File: config.mk
export PLATFORM = sky130hd
export DESIGN_NAME = c2p_cell
export DESIGN_NICKNAME = d
export VERILOG_FILES = /design/src/hw/rtl/c2p_pkg.sv /design/src/hw/rtl/c2p_cell.sv
export SDC_FILE = /design/constraint.sdc
export NUM_CORES = 1
export LEC_CHECK = 0
export BUFFER_PORTS_ARGS = -buffer_cell sky130_fd_sc_hd__buf_2
export CAP_MARGIN = 20
export CELL_PAD_IN_SITES_DETAIL_PLACEMENT = 1
export CELL_PAD_IN_SITES_GLOBAL_PLACEMENT = 2
export CORE_MARGIN = 2
export CORE_UTILIZATION = 33
export CTS_CLUSTER_DIAMETER = 120
export DETAILED_ROUTE_END_ITERATION = 16
export PLACE_DENSITY_LB_ADDON = 0.08
export SLEW_MARGIN = 20
export SYNTH_ARGS = -nofsm -noshare
export SYNTH_HDL_FRONTEND = slang
export SYNTH_SLANG_ARGS = --single-unit
export TNS_END_PERCENT = 5
File: constraint.sdc
create_clock -name clk -period 6.1 [get_ports clk]
set_input_delay 1.22 -clock clk [delete_from_list [all_inputs] [get_ports clk]]
set_output_delay 1.22 -clock clk [all_outputs]
set_load 0.01 [all_outputs]
File: src/hw/rtl/c2p_pkg.sv
`timescale 1ns / 1ps

package c2p_pkg;

  // Defaults for the top-level parameters.
  localparam int CORDIC_STAGES_DEF = 16;
  localparam int PART_WIDTH_DEF    = 16;

  // Fixed formats of the datapath.
  localparam int ATAN_ENTRIES = 24;
  localparam int FRAC_BITS    = 16;
  localparam int Z_W          = 34;   // residual angle, Q2.30 with headroom
  localparam int MAG_W        = 16;
  localparam int ANG_W        = 16;
  localparam int GAIN_W       = 30;

  localparam logic signed [Z_W-1:0]   PI_Q30       = 34'sd3373259426;
  localparam logic signed [ANG_W-1:0] PI_Q13       = 16'sd25736;
  localparam logic signed [ANG_W-1:0] HALF_PI_Q13  = 16'sd12868;
  localparam logic [GAIN_W-1:0]       INV_GAIN_Q30 = 30'd652032874;
  localparam logic [MAG_W-1:0]        MAG_MAX      = 16'hFFFF;

  // Values that ride along the pipeline next to the CORDIC vector.
  typedef struct packed {
    logic                    special;   // result is settled, CORDIC output ignored
    logic                    undef;
    logic [MAG_W-1:0]        mag;
    logic signed [ANG_W-1:0] ang;
  } side_t;

  // atan(2^-i) in Q2.30 radians.
  function automatic logic signed [Z_W-1:0] atan_q30(input int unsigned i);
    logic signed [Z_W-1:0] v;
    case (i)
      0:       v = 34'sd843314857;
      1:       v = 34'sd497837829;
      2:       v = 34'sd263043837;
      3:       v = 34'sd133525159;
      4:       v = 34'sd67021687;
      5:       v = 34'sd33543516;
      6:       v = 34'sd16775851;
      7:       v = 34'sd8388437;
      8:       v = 34'sd4194283;
      9:       v = 34'sd2097149;
      10:      v = 34'sd1048576;
      11:      v = 34'sd524288;
      12:      v = 34'sd262144;
      13:      v = 34'sd131072;
      14:      v = 34'sd65536;
      15:      v = 34'sd32768;
      16:      v = 34'sd16384;
      17:      v = 34'sd8192;
      18:      v = 34'sd4096;
      19:      v = 34'sd2048;
      20:      v = 34'sd1024;
      21:      v = 34'sd512;
      22:      v = 34'sd256;
      default: v = 34'sd128;
    endcase
    return v;
  endfunction

endpackage

File: src/hw/rtl/c2p_cell.sv
`timescale 1ns / 1ps

module c2p_cell #(
  parameter int W     = c2p_pkg::PART_WIDTH_DEF + 19,
  parameter int SHIFT = 0
) (
  input  logic                  clk,
  input  logic                  rst_n,
  input  logic                  up_valid,
  output logic                  up_ready,
  input  logic signed [W-1:0]   x_i,
  input  logic signed [W-1:0]   y_i,
  input  logic signed [c2p_pkg::Z_W-1:0] z_i,
  input  c2p_pkg::side_t        side_i,
  output logic                  dn_valid,
  input  logic                  dn_ready,
  output logic signed [W-1:0]   x_o,
  output logic signed [W-1:0]   y_o,
  output logic signed [c2p_pkg::Z_W-1:0] z_o,
  output c2p_pkg::side_t        side_o
);
  import c2p_pkg::*;

  localparam logic signed [Z_W-1:0] ATAN_I = atan_q30(SHIFT);

  logic                  valid_r;
  logic signed [W-1:0]   x_r, x_nxt, y_r, y_nxt;
  logic signed [Z_W-1:0] z_r, z_nxt;
  side_t                 side_r;
  logic signed [W-1:0]   xsh, ysh;

  // One micro-rotation; the arithmetic shift rounds toward minus infinity.
  always_comb begin
    xsh = x_i >>> SHIFT;
    ysh = y_i >>> SHIFT;
    if (!y_i[W-1]) begin
      x_nxt = x_i + ysh;
      y_nxt = y_i - xsh;
      z_nxt = z_i + ATAN_I;
    end else begin
      x_nxt = x_i - ysh;
      y_nxt = y_i + xsh;
      z_nxt = z_i - ATAN_I;
    end
  end

  assign up_ready = !valid_r || dn_ready;

  always_ff @(posedge clk) begin
    if (!rst_n) begin
      valid_r <= 1'b0;
    end else if (up_ready) begin
      valid_r <= up_valid;
    end
  end

  always_ff @(posedge clk) begin
    if (up_ready && up_valid) begin
      x_r    <= x_nxt;
      y_r    <= y_nxt;
      z_r    <= z_nxt;
      side_r <= side_i;
    end
  end

  assign dn_valid = valid_r;
  assign x_o      = x_r;
  assign y_o      = y_r;
  assign z_o      = z_r;
  assign side_o   = side_r;

endmodule

# After elaboration in Yosys (flattened, before gate mapping)
# Cells that the tools add are included.
[totals]
register_bits = 139
latchBits = 0
mem_bits_rw = 0
romBits = 0
inputBits = 142
out_inout_bits = 140
wordCells = 19
memories = 0
[classes]
addsub = 5
n_mul = 0
n_div = 0
magnitude_cmp = 0
n_eq_ne = 0
shift = 0
mux = 3
bitwise = 0
reduce_logical = 3
[op_table]
columns = ["op", "n"]
rows = [
  ["$mux 35", 2],
  ["$sub 35x35->35", 2],
  ["$add 35x35->35", 1],
  ["$add 34x31->34 const B", 1],
  ["$mux 34", 1],
  ["$sub 34x31->34 const B", 1],
  ["$logic_and 1x1->1", 1],
  ["$logic_not 1->1", 1],
  ["$logic_or 1x1->1", 1],
]

# Logic depth before layout (Yosys ltp)
[depth]
word_depth = 3
ltp_mapped = 14
depth_no_buf = 12

# Worst setup path after synthesis
# OpenSTA, ideal clock, no wires.
[synth_path]
kind = "input-to-reg"
from = "input dn_ready"
to = "register side_r, in the netlist side_o[0], enable pin"
setup_ns = 0.513
arrival_time_ns = 4.577
setup_slack_ns = 1.010
path_stages = 2
cell_sequence = "nand2b_1 and2_1"
[synth_between]
elab_chain_cells = 2
[synth_lines]
columns = ["element", "line", "text"]
rows = [
  ["start, declared", "c2p_cell.sv:16", "input logic dn_ready,"],
  ["$logic_or 1x1->1", "c2p_cell.sv:47", "assign up_ready = !valid_r || dn_ready;"],
  ["$logic_and 1x1->1", "c2p_cell.sv:58", "if (up_ready && up_valid) begin"],
  ["end signal, assigned", "c2p_cell.sv:62", "side_r <= side_i;"],
  ["end, declared", "c2p_cell.sv:29", "side_t side_r;"],
]
# No other way between the ends.
# A chain may end at the register's enable or synchronous reset.

# Final worst setup path
[layout_path]
from = "input y_i[34]"
to = "register z_r[33], in the netlist z_o[33], data pin"
[layout_between]
elab_chain_cells = 1
[layout_lines]
columns = ["element", "line", "text"]
rows = [
  ["start, declared", "c2p_cell.sv:12", "input logic signed [W-1:0] y_i,"],
  ["$mux 34", "c2p_cell.sv:36", "if (!y_i[W-1]) begin"],
  ["named net z_nxt[33]", "c2p_cell.sv:28", "logic signed [Z_W-1:0] z_r, z_nxt;"],
  ["end signal, assigned", "c2p_cell.sv:61", "z_r <= z_nxt;"],
  ["end, declared", "c2p_cell.sv:28", ""],
]
# The timed path passes the listed nets, and every way through them passes these cells.

==> metrics.txt <==
number of H-tree levels 4; worst slack at placement 1.09 ns; global-route wire length before repair 69400 um; setup_tns 0 ns; top cells by count, synth a21oi_1, edfxtp_1, ha_1; Worst R2R End y_o[23]$_DFFE_PP_; worst ir drop on vdd 0.000202 V; fin crit share 74.2%; most numerous cell in the Yosys netlist a21oi_1; Die X 195 um; Crit Path Class in2reg; Worst setup EP type flop; Yosys top cell area share 34.2%; crit path capture z_o[33]$_DFFE_PP_; total CTS buffers 17; final hold slack 0.546 ns; Layout Cells excl Fill 2055; CTS tree done; Final Hold Violating Endpoints 0; reg2reg start dn_valid$_SDFFE_PN0N_; die area 0.0380 mm2; Final nets 1860; max cap viols 0; syn nets 1608; RSZ-0062 raised after global routing false; DP Wirelength 36400 um; sequential share of the synthesized area 34.4%; Post-DRT Antenna Nets 0; DRC viols 0; Critical Path Source y_i[34]; Slew Viols, Final 0; worst r2r path cells 3; Netlist cell types 80; Post-Route WL 45100 um; gr usage total 23.7%; ys flop type edfxtp_1; Overflow after GRT 0; Pwr Total 3.53 mW; Mean Syn Cell Area 9.06 um2; final setup violation count 0; Core ar. 0.0357 mm2; fillers 4279; CTS clk-pin slew, worst paths 0.07 ns; largest net degree at the start of global routing 94; Fin Clk Skew 0.00717 ns; flops & latches, synth 138; Area Overhead vs Synth 20.2%; post-route minimum period 4.53 ns; 1st-pass router iterations 5; Starting Density 33.7%; port bufs 281; I/O Pins 282; hold buffers post-CTS 0; Final Wtd Congestion 0.911; Fmax 0.221 GHz; Cell Area, Synth 0.0120 mm2; CTS Buffer Depth 2; Post-CTS Setup Inserts 0; crit-path max FO 40; WP data arrival 4.72 ns; worst relative slew slack 46.3%; EDFF count, synth 137; Worst-Skew Late Latency 0.46 ns; pwr dens 244 mW/mm2; Slew @ Worst Pin 0.798 ns; Setup WS post-layout 1.57 ns; starting DRC count in detailed routing 576; asr flop ratio synth 0%; worst min path class reg2reg; Cells after Synth 1328; vias per cell 5.42; number of global-route vias before repair 11400; root buffer cell clkbuf_16; post-cts sizing count 0; DR WL/cell 22.0 um; Leakage 6.36 nW; cell taking the most area after synthesis edfxtp_1; fraction of final layout cells sized beyond drive strength 1 21.7%; total number of vias 11100; Crit path required time 6.29 ns; placed instance count 2022; num rows 69; outcome finished clean; # clock sinks 138; Die Y 195 um; startpoint types input port; FF-to-FF setup slack 4.19 ns; top cells by area, synth edfxtp_1, ha_1, a21oi_1; Ys Warns 0; initial antenna violation count 2
## per-layer routing
| layer | up-vias | GRT usage [%] | routed length, um |
|---|---|---|---|
| met3 | 52 | 3.47 | 2180 |
| met1 | 5407 | 31.3 | 20400 |
| li1 | 5338 | - | - |
| met2 | 346 | 40.1 | 21500 |
| met4 | 4 | 7.41 | 1010 |
| met5 | - | 0 | 28 |
## worst min path at each step
stage,startpoint,slack [ns],depth (start not counted),endpoint
floorplan,dn_valid$_SDFFE_PN0N_,0.61,2,dn_valid$_SDFFE_PN0N_
detailed placement,dn_valid$_SDFFE_PN0N_,0.55,2,dn_valid$_SDFFE_PN0N_
global route,dn_valid$_SDFFE_PN0N_,0.59,2,dn_valid$_SDFFE_PN0N_
CTS,dn_valid$_SDFFE_PN0N_,0.56,2,dn_valid$_SDFFE_PN0N_
finish,dn_valid$_SDFFE_PN0N_,0.55,2,dn_valid$_SDFFE_PN0N_
global placement,dn_valid$_SDFFE_PN0N_,0.53,2,dn_valid$_SDFFE_PN0N_
## worst max-delay path, cell delays in order
cell and delay (ns):
buf_4 0.45, inv_2 0.36, ha_1 0.44, o21ai_0 0.12, a21boi_1 0.38, a32oi_2 0.20, a21oi_2 0.26, a311oi_2 0.19
o21ai_2 0.27, a21boi_1 0.20, o31ai_1 0.48, xnor2_1 0.11
## power by group
part,leakage [nW],internal (mW),total (mW),switching [mW]
clock,0.293,0.621,1.12,0.498
sequential,1.33,1.20,1.23,0.0311
combinational,4.73,0.437,1.18,0.744
## kinds of logic after synthesis
group	Yosys count	share of synthesized area, %
xor+xnor	97	7.06
flops	138	34.4
simple gates	309	12.7
mux	24	2.01
fa+ha+maj	138	14.6
buf+inv	172	5.48
compound gates	450	23.8
## cell type report
class | count | area (um2) | area share (%)
clock inverters | 15 | 184 | 1.27
well taps | 461 | 577 | 3.99
inverters | 120 | 450 | 3.11
flip-flops and latches | 138 | 4130 | 28.6
diodes | 1 | 2.50 | 0.0173
repair buffers | 285 | 1450 | 10.0
clock buffers | 17 | 425 | 2.94
multi-input cells | 1018 | 7240 | 50.1
## through the flow
stage | instance area, um2 | utilization (%)
6_report | 14500 | 40.5
5_1_grt | 14500 | 40.5
4_1_cts | 14500 | 40.5
3_5_place_dp | 13900 | 38.8
3_3_place_gp | 13900 | 38.8
2_1_floorplan | 12000 | -
## registers in the layout, summed over array words and instances, names as in the netlist
signal / cells
dn_valid: 1
y_o: 35
x_o: 34
z_o: 34
side_o: 34
## layout by cell type (no fill, tap or decap), types with 5 or more instances in the layout
master / n
nor2b_1: 15
o22ai_1: 5
buf_2: 280
nor2_1: 82
a21o_1: 41
clkbuf_16: 17
a31oi_1: 16
inv_6: 5
nand2_1: 75
and3_1: 6
o31ai_1: 8
o211ai_1: 11
a21oi_1: 163
ha_1: 134
and2_1: 8
nor4_1: 7
a221oi_1: 6
nor3_1: 29
mux2i_1: 23
edfxtp_1: 137
nand4_1: 22
a211oi_1: 13
o21ai_0: 90
o31a_1: 6
xor2_1: 24
or2_2: 5
nand2b_1: 21
xnor2_1: 73
or3_1: 7
nand3_1: 15
inv_1: 117
o21a_1: 11
o21bai_1: 23
No activity file was read; power rests on OpenSTA's default activity.
