### src/hw/rtl/c2p_pkg.sv
`timescale 1ns / 1ps

package c2p_pkg;

  // Defaults for the top-level parameters.
  localparam int CORDIC_STAGES_DEF = 16;
  localparam int PART_WIDTH_DEF    = 16;

  // Fixed formats of the datapath.
  localparam int ATAN_ENTRIES = 24;
  localparam int FRAC_BITS    = 16;
  localparam int Z_W          = 34;   // residual angle, Q2.30 with headroom
  localparam int MAG_W        = 16;
  localparam int ANG_W        = 16;
  localparam int GAIN_W       = 30;

  localparam logic signed [Z_W-1:0]   PI_Q30       = 34'sd3373259426;
  localparam logic signed [ANG_W-1:0] PI_Q13       = 16'sd25736;
  localparam logic signed [ANG_W-1:0] HALF_PI_Q13  = 16'sd12868;
  localparam logic [GAIN_W-1:0]       INV_GAIN_Q30 = 30'd652032874;
  localparam logic [MAG_W-1:0]        MAG_MAX      = 16'hFFFF;

  // Values that ride along the pipeline next to the CORDIC vector.
  typedef struct packed {
    logic                    special;   // result is settled, CORDIC output ignored
    logic                    undef;
    logic [MAG_W-1:0]        mag;
    logic signed [ANG_W-1:0] ang;
  } side_t;

  // atan(2^-i) in Q2.30 radians.
  function automatic logic signed [Z_W-1:0] atan_q30(input int unsigned i);
    logic signed [Z_W-1:0] v;
    case (i)
      0:       v = 34'sd843314857;
      1:       v = 34'sd497837829;
      2:       v = 34'sd263043837;
      3:       v = 34'sd133525159;
      4:       v = 34'sd67021687;
      5:       v = 34'sd33543516;
      6:       v = 34'sd16775851;
      7:       v = 34'sd8388437;
      8:       v = 34'sd4194283;
      9:       v = 34'sd2097149;
      10:      v = 34'sd1048576;
      11:      v = 34'sd524288;
      12:      v = 34'sd262144;
      13:      v = 34'sd131072;
      14:      v = 34'sd65536;
      15:      v = 34'sd32768;
      16:      v = 34'sd16384;
      17:      v = 34'sd8192;
      18:      v = 34'sd4096;
      19:      v = 34'sd2048;
      20:      v = 34'sd1024;
      21:      v = 34'sd512;
      22:      v = 34'sd256;
      default: v = 34'sd128;
    endcase
    return v;
  endfunction

endpackage

### src/hw/rtl/c2p_post.sv
`timescale 1ns / 1ps

module c2p_post #(
  parameter int W = c2p_pkg::PART_WIDTH_DEF + 19
) (
  input  logic                  clk,
  input  logic                  rst_n,
  input  logic                  up_valid,
  output logic                  up_ready,
  input  logic signed [W-1:0]   x_i,
  input  logic signed [c2p_pkg::Z_W-1:0] z_i,
  input  c2p_pkg::side_t        side_i,
  output logic                  dn_valid,
  input  logic                  dn_ready,
  output logic [c2p_pkg::MAG_W-1:0]        mag_o,
  output logic signed [c2p_pkg::ANG_W-1:0] ang_o,
  output logic                  undef_o
);
  import c2p_pkg::*;

  localparam int OVF_BIT = FRAC_BITS + 17;                  // 2^33 overflows the gain step
  localparam int XE_W    = (W > OVF_BIT + 1) ? W : OVF_BIT + 1;
  localparam int HI_W    = OVF_BIT - FRAC_BITS;             // upper slice of the gain product
  localparam int PH_W    = HI_W + GAIN_W;
  localparam int PL_W    = FRAC_BITS + GAIN_W;
  localparam int P_W     = 64;
  localparam int RSH     = FRAC_BITS + 30;
  localparam int ZR_W    = Z_W + 1;
  localparam int AR_W    = ZR_W - 17;

  // Stage A: clamp, overflow check, split gain product, angle rounding.
  logic                    a_valid_r;
  logic                    a_ready;
  logic                    b_ready;
  logic [PH_W-1:0]         a_ph_r, a_ph_nxt;
  logic [PL_W-1:0]         a_pl_r, a_pl_nxt;
  logic                    a_ovf_r, a_ovf_nxt;
  logic signed [ANG_W-1:0] a_ang_r, a_ang_nxt;
  side_t                   a_side_r;

  logic [XE_W-1:0]         xe;
  logic signed [ZR_W-1:0]  zr;
  logic signed [AR_W-1:0]  ar;

  always_comb begin
    xe        = x_i[W-1] ? '0 : XE_W'($unsigned(x_i));
    a_ovf_nxt = |xe[XE_W-1:OVF_BIT];
    a_ph_nxt  = PH_W'(xe[OVF_BIT-1:FRAC_BITS]) * PH_W'(INV_GAIN_Q30);
    a_pl_nxt  = PL_W'(xe[FRAC_BITS-1:0]) * PL_W'(INV_GAIN_Q30);

    // Q2.30 to Q2.13, round to nearest with ties up, then clamp to pi.
    zr = ZR_W'(z_i) + ZR_W'(65536);
    ar = zr[ZR_W-1:17];
    if (ar > AR_W'(PI_Q13)) begin
      a_ang_nxt = PI_Q13;
    end else if (ar < -AR_W'(PI_Q13)) begin
      a_ang_nxt = -PI_Q13;
    end else begin
      a_ang_nxt = ar[ANG_W-1:0];
    end
    if (side_i.special) begin
      a_ang_nxt = side_i.ang;
    end
  end

  assign a_ready  = !a_valid_r || b_ready;
  assign up_ready = a_ready;

  // Stage B: sum the partial products, round, saturate.
  logic                    b_valid_r;
  logic [MAG_W-1:0]        b_mag_r, b_mag_nxt;
  logic signed [ANG_W-1:0] b_ang_r;
  logic                    b_undef_r;
  logic [P_W-1:0]          p;
  logic [P_W-RSH-1:0]      pr;

  always_comb begin
    p  = (P_W'(a_ph_r) << FRAC_BITS) + P_W'(a_pl_r) + (P_W'(1) << (RSH - 1));
    pr = p[P_W-1:RSH];
    if (a_side_r.special) begin
      b_mag_nxt = a_side_r.mag;
    end else if (a_ovf_r || (pr > (P_W-RSH)'(MAG_MAX))) begin
      b_mag_nxt = MAG_MAX;
    end else begin
      b_mag_nxt = pr[MAG_W-1:0];
    end
  end

  assign b_ready = !b_valid_r || dn_ready;

  always_ff @(posedge clk) begin
    if (!rst_n) begin
      a_valid_r <= 1'b0;
      b_valid_r <= 1'b0;
    end else begin
      if (a_ready) begin
        a_valid_r <= up_valid;
      end
      if (b_ready) begin
        b_valid_r <= a_valid_r;
      end
    end
  end

  always_ff @(posedge clk) begin
    if (a_ready && up_valid) begin
      a_ph_r   <= a_ph_nxt;
      a_pl_r   <= a_pl_nxt;
      a_ovf_r  <= a_ovf_nxt;
      a_ang_r  <= a_ang_nxt;
      a_side_r <= side_i;
    end
    if (b_ready && a_valid_r) begin
      b_mag_r   <= b_mag_nxt;
      b_ang_r   <= a_ang_r;
      b_undef_r <= a_side_r.undef;
    end
  end

  assign dn_valid = b_valid_r;
  assign mag_o    = b_mag_r;
  assign ang_o    = b_ang_r;
  assign undef_o  = b_undef_r;

endmodule

### config.mk
export PLATFORM = sky130hd
export DESIGN_NAME = c2p_post
export DESIGN_NICKNAME = d
export VERILOG_FILES = /design/src/hw/rtl/c2p_pkg.sv /design/src/hw/rtl/c2p_post.sv
export SDC_FILE = /design/constraint.sdc
export NUM_CORES = 1
export LEC_CHECK = 0
export CAP_MARGIN = 20
export CORE_ASPECT_RATIO = 0.8
export CORE_MARGIN = 2
export CORE_UTILIZATION = 25
export CTS_CLUSTER_SIZE = 40
export DETAILED_ROUTE_END_ITERATION = 10
export DONT_BUFFER_PORTS = 1
export PLACE_DENSITY = 0.37
export SETUP_SLACK_MARGIN = 0.4
export SLEW_MARGIN = 20
export SYNTH_ARGS = -nofsm -noshare
export SYNTH_HDL_FRONTEND = slang
export SYNTH_SLANG_ARGS = --single-unit
### constraint.sdc
create_clock -name clk -period 9 [get_ports clk]
set_input_delay 0.45 -clock clk [delete_from_list [all_inputs] [get_ports clk]]
set_output_delay 0.45 -clock clk [all_outputs]
set_load 0.01 [all_outputs]
Word level (Yosys, flattened, before mapping)
Index checks and enable logic that the tools add are counted.
{"block": "op_classes", "addsub": 3, "multipliers": 2, "magnitude_cmp": 3, "mux": 6, "reduce_logical": 8}
{"operator": "$mux 16", "n": 5}
{"operator": "$add 63x46->64", "n": 1}
{"operator": "$add 64x46->64 const B", "n": 1}
{"operator": "$mul 17x29->46 const B", "n": 1}
{"operator": "$mul 16x29->45 const B", "n": 1}
{"operator": "$gt 18x16->1 const B", "n": 2}
{"operator": "$add 34x18->35 const B", "n": 1}
{"operator": "$mux 34", "n": 1}
{"operator": "$lt 18x16->1 const B", "n": 1}
{"operator": "$logic_or 1x1->1", "n": 3}
{"operator": "$logic_and 1x1->1", "n": 2}
{"operator": "$logic_not 1->1", "n": 2}
{"operator": "$reduce_or 2->1", "n": 1}
{"block": "totals", "register_bits": 161, "in_bits": 107, "elab_cells": 34}

Depth between registers and ports, before layout
{"block": "depth", "depth_word": 6, "depth_mapped": 27, "ltp_nobuf": 25}

Worst setup path before layout
OpenSTA, ideal clock, no wires.
{"block": "synth_timing", "path_kind": "input to register", "from": "in x_i[34]", "to": "reg a_pl_r[39] (data pin)", "arrival_time_ns": 6.534, "t_required_ns": 8.742, "setup_slack_ns": 2.209, "stages": 24, "n_path_buf": 2, "cell_sequence": "clkbuf_1 clkbuf_1 nand2b_1 inv_1 fa_1 fa_1 inv_1 fa_1 inv_1 fa_1 fa_1 inv_1 fa_1 inv_1 ha_1 a21oi_1 o21ai_2 or2_2 and4_1 o221ai_2 o31ai_2 or3_4 a21oi_2 xnor2_1"}
{"block": "synth_via", "elab_chain_cells": 2}
{"item": "from (decl)", "line": "c2p_post.sv:10", "text": "input logic signed [W-1:0] x_i,"}
{"item": "$mux 34", "line": "c2p_post.sv:46", "text": "xe = x_i[W-1] ? '0 : XE_W'($unsigned(x_i));"}
{"item": "$mul 16x29->45", "line": "c2p_post.sv:49", "text": "a_pl_nxt = PL_W'(xe[FRAC_BITS-1:0]) * PL_W'(INV_GAIN_Q30);"}
{"item": "via a_pl_nxt[39]", "line": "c2p_post.sv:36", "text": "logic [PL_W-1:0] a_pl_r, a_pl_nxt;"}
{"item": "to (signal assigned)", "line": "c2p_post.sv:108", "text": "a_pl_r <= a_pl_nxt;"}
{"item": "to (decl)", "line": "c2p_post.sv:36"}
The timed path passes the listed nets, and every way through them passes these cells.
A chain may end at the register's enable or synchronous reset.

Final worst setup path
{"block": "layout_timing", "from": "in x_i[34]", "to": "reg a_pl_r[43] (data pin)"}
Same word-level chain as after synthesis.

==> reports/summary.txt <==
Status: finished clean
Buffer count from post-CTS setup fixing: 0
Number of CTS-inserted buffers: 17
Buffer levels on the longest clock path: 2
Register share of total power: 13.4%
Maximum frequency from static timing analysis: 142 MHz
Hold-critical path depth: 0
Hold Violations, Final: 0
Clock network power share: 6.7%
Primary FF master, synth: sky130_fd_sc_hd__edfxtp_1
Endpoint type of the worst setup path: flop
Arrival time reported for the critical path endpoint: 7.18 ns
Cell chosen for the clock root: sky130_fd_sc_hd__clkbuf_16
Worst r2r path cells: 10
Final-report setup violation count: 0
Most frequently used cell type in the post-synthesis netlist: sky130_fd_sc_hd__inv_1
Full die area: 0.0974 mm2
Setup repair after global routing missed its margin: false
Nets: 3128
Most area-consuming cells after synthesis: sky130_fd_sc_hd__fa_1, sky130_fd_sc_hd__ha_1, sky130_fd_sc_hd__edfxtp_1, sky130_fd_sc_hd__inv_1, sky130_fd_sc_hd__xnor2_1
Die Y-Extent: 279 um
Floorplan Core Area: 0.0944 mm2
Clock Sinks: 145
Clock input transition at the sequential cells of the worst setup and hold paths: 0.07 ns
Placed Area: 0.0252 mm2
Warnings, synthesis: 0
Final weighted congestion in routability-driven placement: 0.866
Quantity of gates resized following cts: 0
Library cells used by synthesis: 102
Initial cell density of the core: 25.1%
Reported net switching power: 5.29 mW
Leak pwr: 12.6 nW
Number of synthesized register bits: 145
Cell types with the highest counts after synthesis: sky130_fd_sc_hd__inv_1, sky130_fd_sc_hd__ha_1, sky130_fd_sc_hd__fa_1, sky130_fd_sc_hd__edfxtp_1, sky130_fd_sc_hd__nand2_1
First-pass detailed-route iteration total: 4
Number of enable-type register cells in the synthesized netlist: 143
Clock insertion delay at the later pin of the skew report: 0.45 ns
CTS tree: yes
Relative contribution of combinational cells to total power: 80.0%
Via-to-Cell Ratio: 4.27
Number of placement rows: 101
HPWL after detailed placement: 59.1 mm
Required time of the critical path: 9.15 ns
Post-Syn Area: 0.0237 mm2
# DRC: 0
Final antenna-violating net count: 0
Worst setup skew after layout: 0.0108 ns
Power per Cell Area: 390 mW/mm2
Mean Syn Cell Area: 10.4 um2
Crit-path max FO: 50
Total vias in the final route: 15100
Post-route cell area: 0.0258 mm2
Crit start category: input pin
Portion of the post-synthesis area used by sequential elements: 18.3%
Max-slew violation count: 0
Routed wire per std cell: 18.8 um
Wire length of the first global-routing pass: 102 mm
Worst Setup Path Type: input pin to flop
Hold Crit Class: input pin to flop
Initial antenna violation count: 7
Overall routing resource usage: 14.0%
Asr flop ratio synth: 0%
Number of violations of the max-capacitance limit: 0
Synthesized netlist cell count: 2288
Remaining max-slew budget at the tightest pin: 30.9%
Ratio of final minimum period to clock period: 78.2%
IO buf count: 0
Sw Share: 52.7%
Mapped Nets: 3128
Max rail drop VDD: 211 uV
Post-Route Setup TNS: 0 ns
Clock period minus worst slack: 7.03 ns
Area growth from synthesis to layout: 8.66%
Transition at the pin with the smallest max-transition slack: 1.03 ns
Layout cell share with drive strength beyond 1: 4.26%
Die boundary width: 348 um
I/O Pins: 142
Via count of the first global-routing pass: 16400
Final global-route overflow total: 0
Top cell type's share of synthesized area: 30.9%
CTS Hold Buffers Added: 0
Power Internal: 4.75 mW
Library cell occupying the most area in the post-synthesis netlist: sky130_fd_sc_hd__fa_1
Pin count of the biggest net entering global routing: 70
Aggregate routed wire length: 66.4 mm
Initial DRC Count: 710
H-tree levels: 4
-- routing by layer --
metal  global-route usage [%]  vias to the layer above  share of wire (%)
li1                         -                     7361                  -
met5                        0                        -              0.011
met1                     21.5                     7496                 53
met4                     2.24                        2               0.86
met3                     3.29                       32                6.0
met2                     20.0                      236                 40
-- sequential cells by signal, summed over array words and instances, names as in the netlist --
register	flops
a_valid_r	1
a_ovf_r	1
dn_valid	1
a_pl_r	29
a_side_r	18
a_ph_r	46
undef_o	1
mag_o	16
ang_o	16
a_ang_r	16
-- worst paths after layout --
| path | endpoint | start | slack (ns) |
|---|---|---|---|
| max reg2reg | mag_o[1] | a_ph_r[9] | 5.25 |
| min | a_side_r[22] | side_i[22] | 0.09 |
| min reg2reg | ang_o[15] | a_ang_r[15] | 0.42 |
| max | a_pl_r[43] | x_i[34] | 1.97 |
-- through the flow --
stage	setup slack (ns)	hold slack, ns	instances	utilization (%)	power (mW)
6_report	1.97	0.0896	3539	27.3	10.0
5_1_grt	1.63	0.0402	3537	27.3	11.3
4_1_cts	1.91	0.0360	3536	27.3	10.2
3_5_place_dp	1.42	0.405	3504	26.7	9.41
3_3_place_gp	1.46	0.404	3504	26.7	9.42
2_1_floorplan	2.21	0.400	2288	-	6.98
-- cell families after synthesis --
kind of cell | Yosys count | share of synthesized area, %
multiplexers | 5 | 0.216
AND/OR/NAND/NOR | 347 | 7.98
flip-flops | 145 | 18.3
AO/OA/AOI/OAI | 298 | 8.97
adder cells (fa/ha/maj) | 733 | 50.3
XOR/XNOR | 98 | 3.62
buffers and inverters | 662 | 10.7
-- cells in the final DEF (no fill, tap or decap), types with 10 or more instances in the layout --
cell                        Yosys  final
sky130_fd_sc_hd__nor2b_1       33     32
sky130_fd_sc_hd__fa_1         366    366
sky130_fd_sc_hd__or2_2         11     11
sky130_fd_sc_hd__nand3_1       18     18
sky130_fd_sc_hd__nand2_1       85     85
sky130_fd_sc_hd__xor2_1        32     32
sky130_fd_sc_hd__a2bb2oi_1     16     16
sky130_fd_sc_hd__xnor2_1       66     66
sky130_fd_sc_hd__ha_1         367    367
sky130_fd_sc_hd__edfxtp_1     143    143
sky130_fd_sc_hd__clkbuf_16      0     17
sky130_fd_sc_hd__inv_1        631    631
sky130_fd_sc_hd__nand4_1       11     11
sky130_fd_sc_hd__o21ai_0       38     38
sky130_fd_sc_hd__nand2b_1      38     38
sky130_fd_sc_hd__and2_1        11     10
sky130_fd_sc_hd__o21ai_1       12     12
sky130_fd_sc_hd__a21o_1        28     28
sky130_fd_sc_hd__buf_4          5     10
sky130_fd_sc_hd__a21oi_1       78     78
sky130_fd_sc_hd__a211oi_1      15     15
sky130_fd_sc_hd__nor3_1        12     12
sky130_fd_sc_hd__o21bai_1      10     10
sky130_fd_sc_hd__nor2_1        72     72
-- power by group through the flow --
stage                     combinational [mW]  sequential [mW]  clock (mW)
after floorplan                         5.66             1.33           0
after CTS                               8.13             1.35       0.703
final                                   8.03             1.34       0.669
after global placement                  8.06             1.36           0
after detailed placement                8.05             1.36           0
after global routing                    9.19             1.37       0.728
-- critical path: stages --
cell and delay (ns):
sky130_fd_sc_hd__nor2b_1 0.44, sky130_fd_sc_hd__ha_1 0.38, sky130_fd_sc_hd__inv_1 0.17, sky130_fd_sc_hd__fa_1 0.73, sky130_fd_sc_hd__inv_1 0.09, sky130_fd_sc_hd__fa_1 0.48, sky130_fd_sc_hd__fa_1 0.52, sky130_fd_sc_hd__fa_1 0.55
sky130_fd_sc_hd__inv_1 0.06, sky130_fd_sc_hd__fa_1 0.53, sky130_fd_sc_hd__inv_1 0.04, sky130_fd_sc_hd__ha_1 0.30, sky130_fd_sc_hd__a21oi_1 0.09, sky130_fd_sc_hd__o21ai_0 0.48, sky130_fd_sc_hd__or3_1 0.21, sky130_fd_sc_hd__o221ai_2 0.18
sky130_fd_sc_hd__o31ai_2 0.48, sky130_fd_sc_hd__a311o_1 0.31, sky130_fd_sc_hd__a21oi_2 0.08, sky130_fd_sc_hd__xnor2_1 0.58
-- layout make-up --
| type | count | area, um2 |
|---|---|---|
| multi-input combinational | 1481 | 16900 |
| timing repair buffer | 11 | 103 |
| inverter | 632 | 2370 |
| clock buffer | 17 | 425 |
| tap | 1236 | 1550 |
| clock inverter | 15 | 124 |
| fill | 9923 | 68600 |
| antenna | 2 | 5.00 |
| sequential | 145 | 4330 |
(Power assumes the default switching activity.)
