**src/hw/rtl/c2p_pkg.sv**
```systemverilog
`timescale 1ns / 1ps

package c2p_pkg;

  // Defaults for the top-level parameters.
  localparam int CORDIC_STAGES_DEF = 16;
  localparam int PART_WIDTH_DEF    = 16;

  // Fixed formats of the datapath.
  localparam int ATAN_ENTRIES = 24;
  localparam int FRAC_BITS    = 16;
  localparam int Z_W          = 34;   // residual angle, Q2.30 with headroom
  localparam int MAG_W        = 16;
  localparam int ANG_W        = 16;
  localparam int GAIN_W       = 30;

  localparam logic signed [Z_W-1:0]   PI_Q30       = 34'sd3373259426;
  localparam logic signed [ANG_W-1:0] PI_Q13       = 16'sd25736;
  localparam logic signed [ANG_W-1:0] HALF_PI_Q13  = 16'sd12868;
  localparam logic [GAIN_W-1:0]       INV_GAIN_Q30 = 30'd652032874;
  localparam logic [MAG_W-1:0]        MAG_MAX      = 16'hFFFF;

  // Values that ride along the pipeline next to the CORDIC vector.
  typedef struct packed {
    logic                    special;   // result is settled, CORDIC output ignored
    logic                    undef;
    logic [MAG_W-1:0]        mag;
    logic signed [ANG_W-1:0] ang;
  } side_t;

  // atan(2^-i) in Q2.30 radians.
  function automatic logic signed [Z_W-1:0] atan_q30(input int unsigned i);
    logic signed [Z_W-1:0] v;
    case (i)
      0:       v = 34'sd843314857;
      1:       v = 34'sd497837829;
      2:       v = 34'sd263043837;
      3:       v = 34'sd133525159;
      4:       v = 34'sd67021687;
      5:       v = 34'sd33543516;
      6:       v = 34'sd16775851;
      7:       v = 34'sd8388437;
      8:       v = 34'sd4194283;
      9:       v = 34'sd2097149;
      10:      v = 34'sd1048576;
      11:      v = 34'sd524288;
      12:      v = 34'sd262144;
      13:      v = 34'sd131072;
      14:      v = 34'sd65536;
      15:      v = 34'sd32768;
      16:      v = 34'sd16384;
      17:      v = 34'sd8192;
      18:      v = 34'sd4096;
      19:      v = 34'sd2048;
      20:      v = 34'sd1024;
      21:      v = 34'sd512;
      22:      v = 34'sd256;
      default: v = 34'sd128;
    endcase
    return v;
  endfunction

endpackage

```
**src/hw/rtl/c2p_prep.sv**
```systemverilog
`timescale 1ns / 1ps

module c2p_prep #(
  parameter int PW = c2p_pkg::PART_WIDTH_DEF,
  parameter int W  = PW + 19
) (
  input  logic                  clk,
  input  logic                  rst_n,
  input  logic                  up_valid,
  output logic                  up_ready,
  input  logic signed [PW-1:0]  re,
  input  logic signed [PW-1:0]  im,
  output logic                  dn_valid,
  input  logic                  dn_ready,
  output logic signed [W-1:0]   x_o,
  output logic signed [W-1:0]   y_o,
  output logic signed [c2p_pkg::Z_W-1:0] z_o,
  output c2p_pkg::side_t        side_o
);
  import c2p_pkg::*;

  localparam int ABS_W = (PW + 1 > MAG_W + 1) ? PW + 1 : MAG_W + 1;

  logic                  valid_r;
  logic signed [W-1:0]   x_r, x_nxt, y_r, y_nxt;
  logic signed [Z_W-1:0] z_r, z_nxt;
  side_t                 side_r, side_nxt;

  logic signed [PW:0]    re_e, im_e;
  logic [PW:0]           abs_re, abs_im;
  logic [ABS_W-1:0]      ext_re, ext_im;
  logic [MAG_W-1:0]      sat_re, sat_im;
  logic signed [W-1:0]   xs, ys;
  logic                  re_zero, im_zero;

  always_comb begin
    re_e    = {re[PW-1], re};
    im_e    = {im[PW-1], im};
    abs_re  = re_e[PW] ? $unsigned(-re_e) : $unsigned(re_e);
    abs_im  = im_e[PW] ? $unsigned(-im_e) : $unsigned(im_e);
    ext_re  = ABS_W'(abs_re);
    ext_im  = ABS_W'(abs_im);
    sat_re  = (ext_re > ABS_W'(MAG_MAX)) ? MAG_MAX : ext_re[MAG_W-1:0];
    sat_im  = (ext_im > ABS_W'(MAG_MAX)) ? MAG_MAX : ext_im[MAG_W-1:0];
    re_zero = (re == '0);
    im_zero = (im == '0);

    // Scale both parts up to carry fractional bits through the iterations.
    xs = W'(re) <<< FRAC_BITS;
    ys = W'(im) <<< FRAC_BITS;

    side_nxt.special = re_zero || im_zero;
    side_nxt.undef   = re_zero && im_zero;
    side_nxt.mag     = '0;
    side_nxt.ang     = '0;
    if (re_zero && im_zero) begin
      side_nxt.mag = '0;
      side_nxt.ang = '0;
    end else if (im_zero) begin
      side_nxt.mag = sat_re;
      side_nxt.ang = re[PW-1] ? PI_Q13 : '0;
    end else if (re_zero) begin
      side_nxt.mag = sat_im;
      side_nxt.ang = im[PW-1] ? -HALF_PI_Q13 : HALF_PI_Q13;
    end

    // A vector in the left half plane is turned by pi first.
    if (re[PW-1]) begin
      x_nxt = -xs;
      y_nxt = -ys;
      z_nxt = im[PW-1] ? -PI_Q30 : PI_Q30;
    end else begin
      x_nxt = xs;
      y_nxt = ys;
      z_nxt = '0;
    end
  end

  assign up_ready = !valid_r || dn_ready;

  always_ff @(posedge clk) begin
    if (!rst_n) begin
      valid_r <= 1'b0;
    end else if (up_ready) begin
      valid_r <= up_valid;
    end
  end

  always_ff @(posedge clk) begin
    if (up_ready && up_valid) begin
      x_r    <= x_nxt;
      y_r    <= y_nxt;
      z_r    <= z_nxt;
      side_r <= side_nxt;
    end
  end

  assign dn_valid = valid_r;
  assign x_o      = x_r;
  assign y_o      = y_r;
  assign z_o      = z_r;
  assign side_o   = side_r;

endmodule

```
**config.mk**
```make
export PLATFORM = sky130hd
export DESIGN_NAME = c2p_prep
export DESIGN_NICKNAME = d
export VERILOG_FILES = /design/src/hw/rtl/c2p_pkg.sv /design/src/hw/rtl/c2p_prep.sv
export SDC_FILE = /design/constraint.sdc
export NUM_CORES = 1
export LEC_CHECK = 0
export BUFFER_PORTS_ARGS = -buffer_cell sky130_fd_sc_hd__buf_2
export CORE_MARGIN = 2
export CORE_UTILIZATION = 40
export CTS_CLUSTER_SIZE = 20
export DETAILED_ROUTE_END_ITERATION = 6
export PLACE_DENSITY = 0.75
export SYNTH_ARGS = -nofsm -noshare
export SYNTH_HDL_FRONTEND = slang
export SYNTH_SLANG_ARGS = --single-unit
```
**constraint.sdc**
```tcl
create_clock -name clk -period 3.05 [get_ports clk]
set_input_delay 0.1525 -clock clk [delete_from_list [all_inputs] [get_ports clk]]
set_output_delay 0.1525 -clock clk [all_outputs]
set_load 0.005 [all_outputs]
```
Word level (Yosys, flattened, before mapping)
Index checks and enable logic that the tools add are counted.
{"block": "word_totals", "output_inout_bits": 140, "input_bits": 36, "regBits": 139, "word_cells": 34}
{"block": "classes", "muxes": 11, "n_reduce_logical": 7, "n_addsub": 4, "order_cmp": 2}
{"cell": "$neg A32 Y35", "n": 2}
{"cell": "$mux W32", "n": 2}
{"cell": "$mux W16", "n": 3}
{"cell": "$mux W35", "n": 1}
{"cell": "$gt A17 B16 Y1 const B", "n": 2}
{"cell": "$mux W17", "n": 2}
{"cell": "$mux W34", "n": 1}
{"cell": "$neg A16 Y17", "n": 2}
{"cell": "$logic_not A16 Y1", "n": 2}
{"cell": "$mux W31", "n": 1}
{"cell": "$mux W15", "n": 1}
{"cell": "$logic_and A1 B1 Y1", "n": 2}
{"cell": "$logic_or A1 B1 Y1", "n": 2}
{"cell": "$logic_not A1 Y1", "n": 1}

Longest topological paths before layout
Gate-level depths: netlist of run 1.
{"block": "depth", "word_depth": 6, "depth_mapped": 12, "ltp_nobuf": 10}

Worst setup path after synthesis of run 1
No wires, ideal clock.
{"block": "synth_timing", "path_kind": "in2reg", "from": "in re[11]", "to": "reg side_r (netlist bit side_o[30]), data pin", "setup_ps": 170, "cell_stages": 9, "required_time_ps": 2880, "arrival_ps": 2517, "path_buffers": 1, "path_slack_ps": 363, "cell_sequence": "or4_1 > or4_1 > or3_1 > inv_2 > ha_1 > clkbuf_1 > nor2_1 > mux2_4 > o32ai_2"}
{"block": "synth_between", "word_cells_on_any_way": 8}
{"item": "start, declared", "line": "c2p_prep.sv:11", "text": "input logic signed [PW-1:0] re,"}
{"item": "$logic_not A16 Y1 *", "line": "c2p_prep.sv:45", "text": "re_zero = (re == '0);"}
{"item": "named net re_zero", "line": "c2p_prep.sv:34", "text": "logic re_zero, im_zero;"}
{"item": "$mux W32", "line": "c2p_prep.sv:62", "text": "end else if (re_zero) begin"}
{"item": "$mux W32", "line": "c2p_prep.sv:59", "text": "end else if (im_zero) begin"}
{"item": "end signal, assigned", "line": "c2p_prep.sv:94", "text": "side_r <= side_nxt;"}
{"item": "end, declared", "line": "c2p_prep.sv:27", "text": "side_t side_r, side_nxt;"}
Mark *: on every way through the listed nets, which the timed path passes. The rest lies on a longest branch.
A chain may end at the register's enable or synchronous reset.

Worst setup path in the final report of run 1
Ends and elaborated chain as after synthesis.

==> results.json, run 1 <==
{
  "status": "completed",
  "reg2reg_depth": 3,
  "antenna_found_initial": 0,
  "fin_worst_skew_ns": 0.00678,
  "leakagePower_nw": 1.92,
  "fillers": 937,
  "synth-seq-area-share": 0.506,
  "cap_violations": 0,
  "synth_seq_cells": 66,
  "die_height_um": 103,
  "final_nets": 502,
  "min-delay-path-class": "input pin to flop",
  "clk_root_buffer_cell": "clkbuf_8",
  "rsz0062_at_grt": "no",
  "avgRoutedWirePerCell_um": 14.7,
  "setup-tns-final_ns": 0,
  "critical-path-slowest-cell": "or4_1",
  "ys_warn_count": 0,
  "cp-start-kind": "input pin",
  "antennaDiodeCount": 0,
  "path_class": "input pin to flop",
  "drc_errors": 0,
  "clkTransAtPathRegs_ns": 0.07,
  "cts_sinks": 66,
  "clock_latency_ns": 0.34,
  "cts_hold_buf": 0,
  "worstPathCellList": "buf_2 -> or4_1 -> or4_1 -> or3_1 -> inv_2 -> ha_1 -> nor2_1 -> mux2_4 -> o32ai_2",
  "numPortBuffers": 140,
  "timing.hold.ws_ns": 0.0371,
  "syn2layout_area_growth_pct": 14.1,
  "grt.overflow.total": 0,
  "synth.avg_cell_area_sq_um": 10.8,
  "grt_pass1_vias": 2587,
  "clock_tree.buffer_depth": 2,
  "die-area_sq_um": 10600,
  "htreeDepth": 3,
  "max_freq_mhz": 388,
  "finalCritPeriodShare": 0.846,
  "path_max_fanout": 7,
  "grt_max_degree": 45,
  "gp_congestion": 0.844,
  "cts_tree": "built",
  "slowest_delay_ns": 0.62,
  "synth_cell_types": 36,
  "hold_viol_final": 0,
  "grt_usage": 0.168,
  "antenna_left": 0,
  "worst_hold_path.num_cells": 1,
  "worstMarginPinSlew_ns": 0.552,
  "path_common_cell": "or4_1",
  "die_w_um": 103,
  "cts_buffers": 9,
  "wirelength_um": 8780,
  "cts_setup_buffers": 0,
  "initial_core_util": 0.406,
  "arrival_ns": 2.74,
  "setup_violations": 0,
  "ctsResizeCount": 0,
  "fin_crit_ns": 2.58,
  "first_pass_iters": 5,
  "vias_per_cell": 4.77,
  "cp.required_ns": 3.21,
  "coreArea_sq_um": 9590,
  "first_iter_violations": 112,
  "multiInputGateArea_sq_um": 1380,
  "cpLargestDelayFamily": "simple AND/OR/NAND/NOR gates",
  "ir_worst_vdd_v": 0.000160,
  "io-pin-count": 176,
  "end_kind": "flop",
  "reg2reg_setup_slack_ns": 1.41,
  "crit_buf_inv": 2,
  "final_layout_size_suffix_gt1_frac": 0.363,
  "place_ws_ns": 0.160,
  "syn_inst": 361,
  "max-slew-margin-rel": 0.632,
  "rows": 36,
  "grt_pass1_wl_um": 13000,
  "regArea_sq_um": 1970,
  "dp_hpwl_um": 6630,
  "vias": 2842,
  "maxSlewViolCount": 0,
  "netlist_area_sq_um": 3900,
  "finalWorstSetupSlack_ns": 0.471,
  "path_depth": 9,
  "power_density_nw_per_um2": 453
}
==> power by group <==
| part | switching [W] | internal, W | total, W |
|---|---|---|---|
| clock | 0.000324 | 0.000280 | 0.000604 |
| combinational | 0.000186 | 0.000139 | 0.000325 |
| sequential | 0.0000199 | 0.00107 | 0.00109 |
| total | 0.000530 | 0.00149 | 0.00202 |
==> synth_stat cells <==
cell | instances | area, sq um
o32ai_2 | 1 | 16.3
or2_2 | 2 | 12.5
a211oi_1 | 2 | 15.0
nand2_2 | 1 | 6.26
a21boi_0 | 1 | 7.51
inv_2 | 1 | 3.75
nor3_1 | 3 | 15.0
and2_1 | 2 | 12.5
nor2b_1 | 2 | 12.5
conb_1 | 1 | 3.75
dfxtp_1 | 1 | 20.0
nor2_1 | 39 | 146
clkbuf_1 | 16 | 60.1
nand2b_1 | 7 | 43.8
o21ai_0 | 10 | 50.1
buf_2 | 1 | 5.00
o22ai_1 | 15 | 93.8
o31ai_1 | 13 | 97.6
a21oi_1 | 3 | 15.0
or4_1 | 6 | 45.0
buf_6 | 2 | 22.5
xnor2_1 | 39 | 342
nand2_1 | 17 | 63.8
or2_1 | 1 | 6.26
nand3_1 | 1 | 5.00
mux2_4 | 1 | 15.0
inv_1 | 10 | 37.5
or3b_2 | 2 | 17.5
or3_1 | 5 | 31.3
edfxtp_1 | 65 | 1950
or4_4 | 2 | 22.5
ha_1 | 6 | 75.1
o41ai_1 | 8 | 70.1
buf_1 | 1 | 3.75
buf_4 | 73 | 548
o21ai_1 | 1 | 5.00
==> worst register-to-register path, stage by stage (launching register included) <==
cell	delay, ns
dfxtp_1	0.31
nand2b_1	0.09
and2_2	0.49
buf_4	0.41
==> area by class of cell <==
cell class / instances / share of cell area
multi-input combinational: 227 / 0.311
timing repair buffer: 145 / 0.166
tap: 133 / 0.0374
clock buffer: 10 / 0.0287
inverter: 11 / 0.00928
clock inverter: 4 / 0.00478
sequential: 66 / 0.443
==> registers in the layout (all words and copies together) (netlist names) <==
register / count
y_o: 19
dn_valid: 1
x_o: 19
side_o: 24
z_o: 3
==> kinds of logic (layout without fill, tap and decap cells) <==
group	count (synthesis)	count (layout)	synth area share
simple gates	90	90	0.113
xor+xnor	39	39	0.0876
buf+inv	104	170	0.175
compound gates	54	54	0.0950
other cells	1	37	0.000962
mux	1	1	0.00385
flops	66	66	0.506
fa+ha+maj	6	6	0.0193
==> path summary, 6_finish.rpt <==
| kind | startpoint | end |
|---|---|---|
| max reg2reg | dn_valid | side_o[15] |
| min reg2reg | dn_valid | dn_valid |
| max | re[11] | side_o[30] |
| min | re[0] | x_o[16] |
==> per-stage QoR <==
step           utilization  total power (W)  instance area [sq um]  cells
2_1_floorplan            -          0.00135                   4030    397
3_3_place_gp         0.448          0.00143                   4300    582
3_5_place_dp         0.448          0.00144                   4300    582
4_1_cts              0.464          0.00204                   4450    596
5_1_grt              0.464          0.00213                   4450    596
6_report             0.464          0.00202                   4450    596
==> layout by cell type, fill, tap and decap left out, types with 6 or more instances in the layout <==
master / synthesis / final
nor2_1: 39 / 39
nand2b_1: 7 / 7
clkbuf_8: 0 / 9
buf_2: 1 / 140
o41ai_1: 8 / 8
o21ai_0: 10 / 10
o31ai_1: 13 / 13
edfxtp_1: 65 / 65
o22ai_1: 15 / 15
xnor2_1: 39 / 39
nand2_1: 17 / 17
or4_1: 6 / 6
ha_1: 6 / 6
conb_1: 1 / 37
inv_1: 10 / 10
==> metal layers <==
metal	vias up	track usage	wire, um
met3	20	0.0414	700
li1	1354	-	-
met5	-	0	0
met4	0	0.0944	251
met1	1318	0.198	3540
met2	150	0.280	4290
Note: power is estimated with default switching activity, not from simulation.
==> run 2, diff against run 1 <==
--- a/config.mk
+++ b/config.mk
@@ -10,7 +10,7 @@
 export CORE_UTILIZATION = 40
 export CTS_CLUSTER_SIZE = 20
 export DETAILED_ROUTE_END_ITERATION = 6
-export PLACE_DENSITY = 0.75
+export PLACE_DENSITY = 0.77
 export SYNTH_ARGS = -nofsm -noshare
 export SYNTH_HDL_FRONTEND = slang
 export SYNTH_SLANG_ARGS = --single-unit
==> constraint.sdc (replaced) <==
create_clock -name clk -period 2.2 [get_ports clk]
set_input_delay 0.11 -clock clk [delete_from_list [all_inputs] [get_ports clk]]
set_output_delay 0.11 -clock clk [all_outputs]
set_load 0.005 [all_outputs]
==> results.json, run 2 (synthesis gave the netlist of run 1 again) <==
{
  "gp_congestion": 0.825,
  "power_w": 0.00300,
  "stdcell_area_sq_um": 4800,
  "clock_latency_ns": 0.35,
  "dp_hpwl_um": 6670,
  "reg2reg_depth": 3,
  "slowest_delay_ns": 0.47,
  "ir_worst_vdd_v": 0.000234,
  "setup_violations": 0,
  "rows": 36,
  "initial_core_util": 0.406,
  "cts_tree": "built",
  "vias": 2951,
  "die_height_um": 103,
  "cts_buffers": 9,
  "switching_power_w": 0.000784,
  "grt_usage": 0.162,
  "clkTransAtPathRegs_ns": 0.08,
  "leakagePower_nw": 2.10,
  "final_cell_mix": "buf_2, edfxtp_1, xnor2_1, nor2_1, conb_1",
  "arrival_ns": 2.29,
  "antenna_found_initial": 0,
  "timing.hold.ws_ns": 0.0124,
  "maxSlewViolCount": 0,
  "clkPwrFrac": 0.338,
  "htreeDepth": 3,
  "worstPathCellList": "buf_2 -> inv_1 -> ha_1 -> or3b_2 -> or2_1 -> or3_4 -> inv_4 -> ha_4 -> nor2_1 -> mux2_4 -> o32ai_2",
  "wirelength_um": 8690,
  "cts_sinks": 66,
  "drc_errors": 0,
  "grt_max_degree": 66,
  "fin_worst_skew_ns": 0.00907,
  "die-area_sq_um": 10600,
  "end_kind": "flop",
  "path_class": "input pin to flop",
  "clock_tree.buffer_depth": 2,
  "p_int_w": 0.00222,
  "worst_hold_path.num_cells": 3,
  "antennaDiodeCount": 0,
  "finalCritPeriodShare": 0.957,
  "cap_violations": 0,
  "hold_viol_final": 0,
  "p_sw_frac": 0.262,
  "cp-start-kind": "input pin",
  "placed_cell_area_sq_um": 4590,
  "numPortBuffers": 140,
  "final_layout_size_suffix_gt1_frac": 0.414,
  "comb_power_share": 0.158,
  "rsz0062_at_grt": "no",
  "critical-path-slowest-cell": "or3b_2",
  "die_w_um": 103,
  "max_freq_mhz": 475,
  "syn2layout_area_growth_pct": 23.1,
  "utilization": 0.500,
  "largest_register_ffs": 24,
  "grt_pass1_wl_um": 12800,
  "first_pass_iters": 5,
  "first_iter_violations": 75,
  "fin_crit_ns": 2.11,
  "fillers": 900,
  "clk_root_buffer_cell": "clkbuf_8",
  "status": "completed",
  "grt_pass1_vias": 2598,
  "io-pin-count": 176,
  "vias_per_cell": 4.68,
  "avgRoutedWirePerCell_um": 13.8,
  "final_nets": 535,
  "grt.overflow.total": 0,
  "final_common_cell": "buf_2",
  "power_density_nw_per_um2": 625,
  "cp.required_ns": 2.39,
  "p_seq_frac": 0.503,
  "coreArea_sq_um": 9590,
  "path_max_fanout": 4,
  "antenna_left": 0,
  "min-delay-path-class": "input pin to flop"
}
## run 2: cell types whose count changed in the layout (fill, tap and decap cells not counted), moves of 2 or more
cell / previous run / this run
or4_4: 2 / 4
buf_4: 5 / 34
buf_12: 0 / 2
dlygate4sd3_1: 0 / 2
clkinvlp_4: 1 / 3
or4_1: 6 / 4
## run 2: power groups by stage
stage,clock [W],sequential (W),combinational [W]
final,0.00102,0.00151,0.000474
after global routing,0.00109,0.00152,0.000537
after CTS,0.00104,0.00151,0.000482
after detailed placement,0,0.00154,0.000477
after global placement,0,0.00154,0.000471
after floorplan,0,0.00155,0.000313
## run 2: layout make-up
type	instances	area, sq um	area share
Clock buffer	9	124	0.0258
Clock inverter	7	70.1	0.0146
Inverter	11	43.8	0.00912
Multi-Input combinational cell	227	1410	0.293
Sequential cell	66	1970	0.411
Tap cell	133	166	0.0347
Timing Repair Buffer	178	1020	0.212
## run 2: metrics by stage
stage	std cells	setup TNS (ns)	worst slack, ns
2_1_floorplan	397	-0.240	-0.240
3_3_place_gp	613	-1.45	-0.228
3_5_place_dp	613	-1.88	-0.278
4_1_cts	631	0	0.103
5_1_grt	631	0	0.0113
6_report	631	0	0.0944
## run 2: worst paths after layout
kind | startpoint | end | slack (ns)
worst max register to register | dn_valid | side_o[32] | 0.94
worst max-delay path | re[1] | side_o[30] | 0.09
worst min-delay path | up_valid | dn_valid | 0.01
worst min register to register | dn_valid | dn_valid | 0.54
## run 2: routing by layer
metal / vias up / wire length (um) / share of wire / global-route usage
met5: - / 0 / 0 / 0
li1: 1421 / - / - / -
met2: 143 / 4260 / 0.49 / 0.279
met3: 12 / 777 / 0.089 / 0.0529
met1: 1375 / 3520 / 0.41 / 0.192
met4: 0 / 123 / 0.014 / 0.0564
## run 2: what timing repair did
action / 4_1_cts / 5_1_grt
hold endpoints to repair: 2 / 0
setup endpoints to repair: 0 / 0
resized for setup: 0 / 0
buffers inserted: 0 / 0
hold buffers: 2 / 0
## run 2: critical path: cells and delay by family
kind            cells  cell delay (ns)
compound gates      1             0.24
mux                 1             0.27
fa+ha+maj           2             0.30
buf+inv             3             0.24
simple gates        4             1.14
==> run 3, diff against run 2 <==
--- a/config.mk
+++ b/config.mk
@@ -10,7 +10,7 @@
 export CORE_UTILIZATION = 40
 export CTS_CLUSTER_SIZE = 20
 export DETAILED_ROUTE_END_ITERATION = 6
-export PLACE_DENSITY = 0.77
+export PLACE_DENSITY = 0.75
 export SYNTH_ARGS = -nofsm -noshare
 export SYNTH_HDL_FRONTEND = slang
 export SYNTH_SLANG_ARGS = --single-unit
==> constraint.sdc (replaced) <==
create_clock -name clk -period 2.5 [get_ports clk]
set_input_delay 0.125 -clock clk [delete_from_list [all_inputs] [get_ports clk]]
set_output_delay 0.125 -clock clk [all_outputs]
set_load 0.005 [all_outputs]
==> results.json, run 3 (synthesis gave the netlist of run 1 again) <==
{
  "status": "completed",
  "die-area_sq_um": 10600,
  "power_w": 0.00276,
  "syn2layout_area_growth_pct": 19.9,
  "numPortBuffers": 140,
  "rsz0062_at_grt": "no",
  "clock_latency_ns": 0.35,
  "grt_max_degree": 66,
  "first_pass_iters": 4,
  "grt_pass1_vias": 2648,
  "stdcell_area_sq_um": 4670,
  "final_common_cell": "buf_2",
  "vias": 2911,
  "end_kind": "flop",
  "die_w_um": 103,
  "gp_congestion": 0.824,
  "maxSlewViolCount": 0,
  "htreeDepth": 3,
  "coreArea_sq_um": 9590,
  "antennaDiodeCount": 0,
  "slowest_delay_ns": 0.54,
  "clkTransAtPathRegs_ns": 0.09,
  "first_iter_violations": 96,
  "arrival_ns": 2.43,
  "drc_errors": 0,
  "max_freq_mhz": 444,
  "die_height_um": 103,
  "hold_viol_final": 0,
  "min-delay-path-class": "input pin to flop",
  "ir_worst_vdd_v": 0.000232,
  "leakagePower_nw": 2.04,
  "fillers": 935,
  "dp_hpwl_um": 6680,
  "path_class": "input pin to flop",
  "placed_cell_area_sq_um": 4440,
  "wl_met3_um": 740,
  "final_cell_mix": "buf_2, edfxtp_1, xnor2_1, nor2_1, conb_1",
  "avgRoutedWirePerCell_um": 14.8,
  "fin_worst_skew_ns": 0.00711,
  "vias_per_cell": 4.75,
  "setup_violations": 0,
  "io-pin-count": 176,
  "initial_core_util": 0.406,
  "fin_crit_ns": 2.25,
  "wirelength_um": 9070,
  "cpLargestDelayFamily": "simple AND/OR/NAND/NOR gates",
  "grt_pass1_wl_um": 13700,
  "setup-tns-final_ns": 0,
  "final_nets": 517,
  "cp-start-kind": "input pin",
  "grt_usage": 0.175,
  "power_density_nw_per_um2": 591,
  "largest_register_ffs": 24,
  "cp.required_ns": 2.68,
  "path_max_fanout": 5,
  "crit_buf_inv": 2,
  "clk_root_buffer_cell": "clkbuf_8",
  "critical-path-slowest-cell": "or4_4",
  "clock_tree.buffer_depth": 2,
  "antenna_left": 0,
  "cts_sinks": 66,
  "final_layout_size_suffix_gt1_frac": 0.392,
  "finalCritPeriodShare": 0.900,
  "cts_tree": "built",
  "wl_met2_um": 4510,
  "antenna_found_initial": 0,
  "wl_met1_um": 3660,
  "finalWorstSetupSlack_ns": 0.249,
  "cts_buffers": 9,
  "place_ws_ns": -0.111,
  "rows": 36,
  "cap_violations": 0,
  "worstPathCellList": "buf_2 -> or4_4 -> or4_1 -> or3_4 -> inv_2 -> ha_1 -> nor2_1 -> mux2_4 -> o32ai_2",
  "highest_layer": "met4",
  "grt.overflow.total": 0
}
## run 3: cell type report
cell class                      count  area (sq um)  share of cell area
Clock inverter                      7           101              0.0217
Timing Repair Buffer              160           878               0.188
Clock buffer                        9           124              0.0265
Tap cell                          133           166              0.0356
Multi-Input combinational cell    227          1390               0.298
Sequential cell                    66          1970               0.422
Inverter                           11          41.3             0.00883
## run 3: routing by layer
layer / vias up / track usage
met5: - / 0
met3: 20 / 0.0380
met1: 1356 / 0.212
met4: 0 / 0.0769
li1: 1382 / -
met2: 153 / 0.298
## run 3: timing repair
| action | in CTS | in global routing |
|---|---|---|
| hold buffers | 1 | 0 |
| hold endpoints to repair | 1 | 0 |
| buffers inserted | 0 | 0 |
| resized for setup | 0 | 0 |
| setup endpoints to repair | 0 | 0 |
## run 3: per-stage QoR
step,util,cells,hold slack [ns]
after detailed placement,0.463,596,0.383
after floorplan,-,397,0.224
after global routing,0.487,613,0.0300
after global placement,0.463,596,0.377
after CTS,0.487,613,0.00293
final,0.487,613,0.0218
## run 3: worst paths after layout
check / slack (ns) / to / startpoint / cells past startpoint
worst max-delay path: 0.25 / side_o[30] / re[11] / 9
worst min-delay path: 0.02 / dn_valid / up_valid / 3
worst max register to register: 1.24 / side_o[29] / dn_valid / 3
worst min register to register: 0.53 / dn_valid / dn_valid / 2
## run 3: worst min-delay path, delay by kind of cell
| family | cells | cell delay [ns] |
|---|---|---|
| AOI/OAI and AO/OA | 1 | 0.06 |
| buffers and inverters | 2 | 0.14 |
## run 3: where the power goes
part | internal (W) | leakage (nW) | switching [W]
clock network | 0.000570 | 0.106 | 0.000459
logic | 0.000179 | 1.29 | 0.000227
registers | 0.00130 | 0.644 | 0.0000253
total | 0.00205 | 2.04 | 0.000711
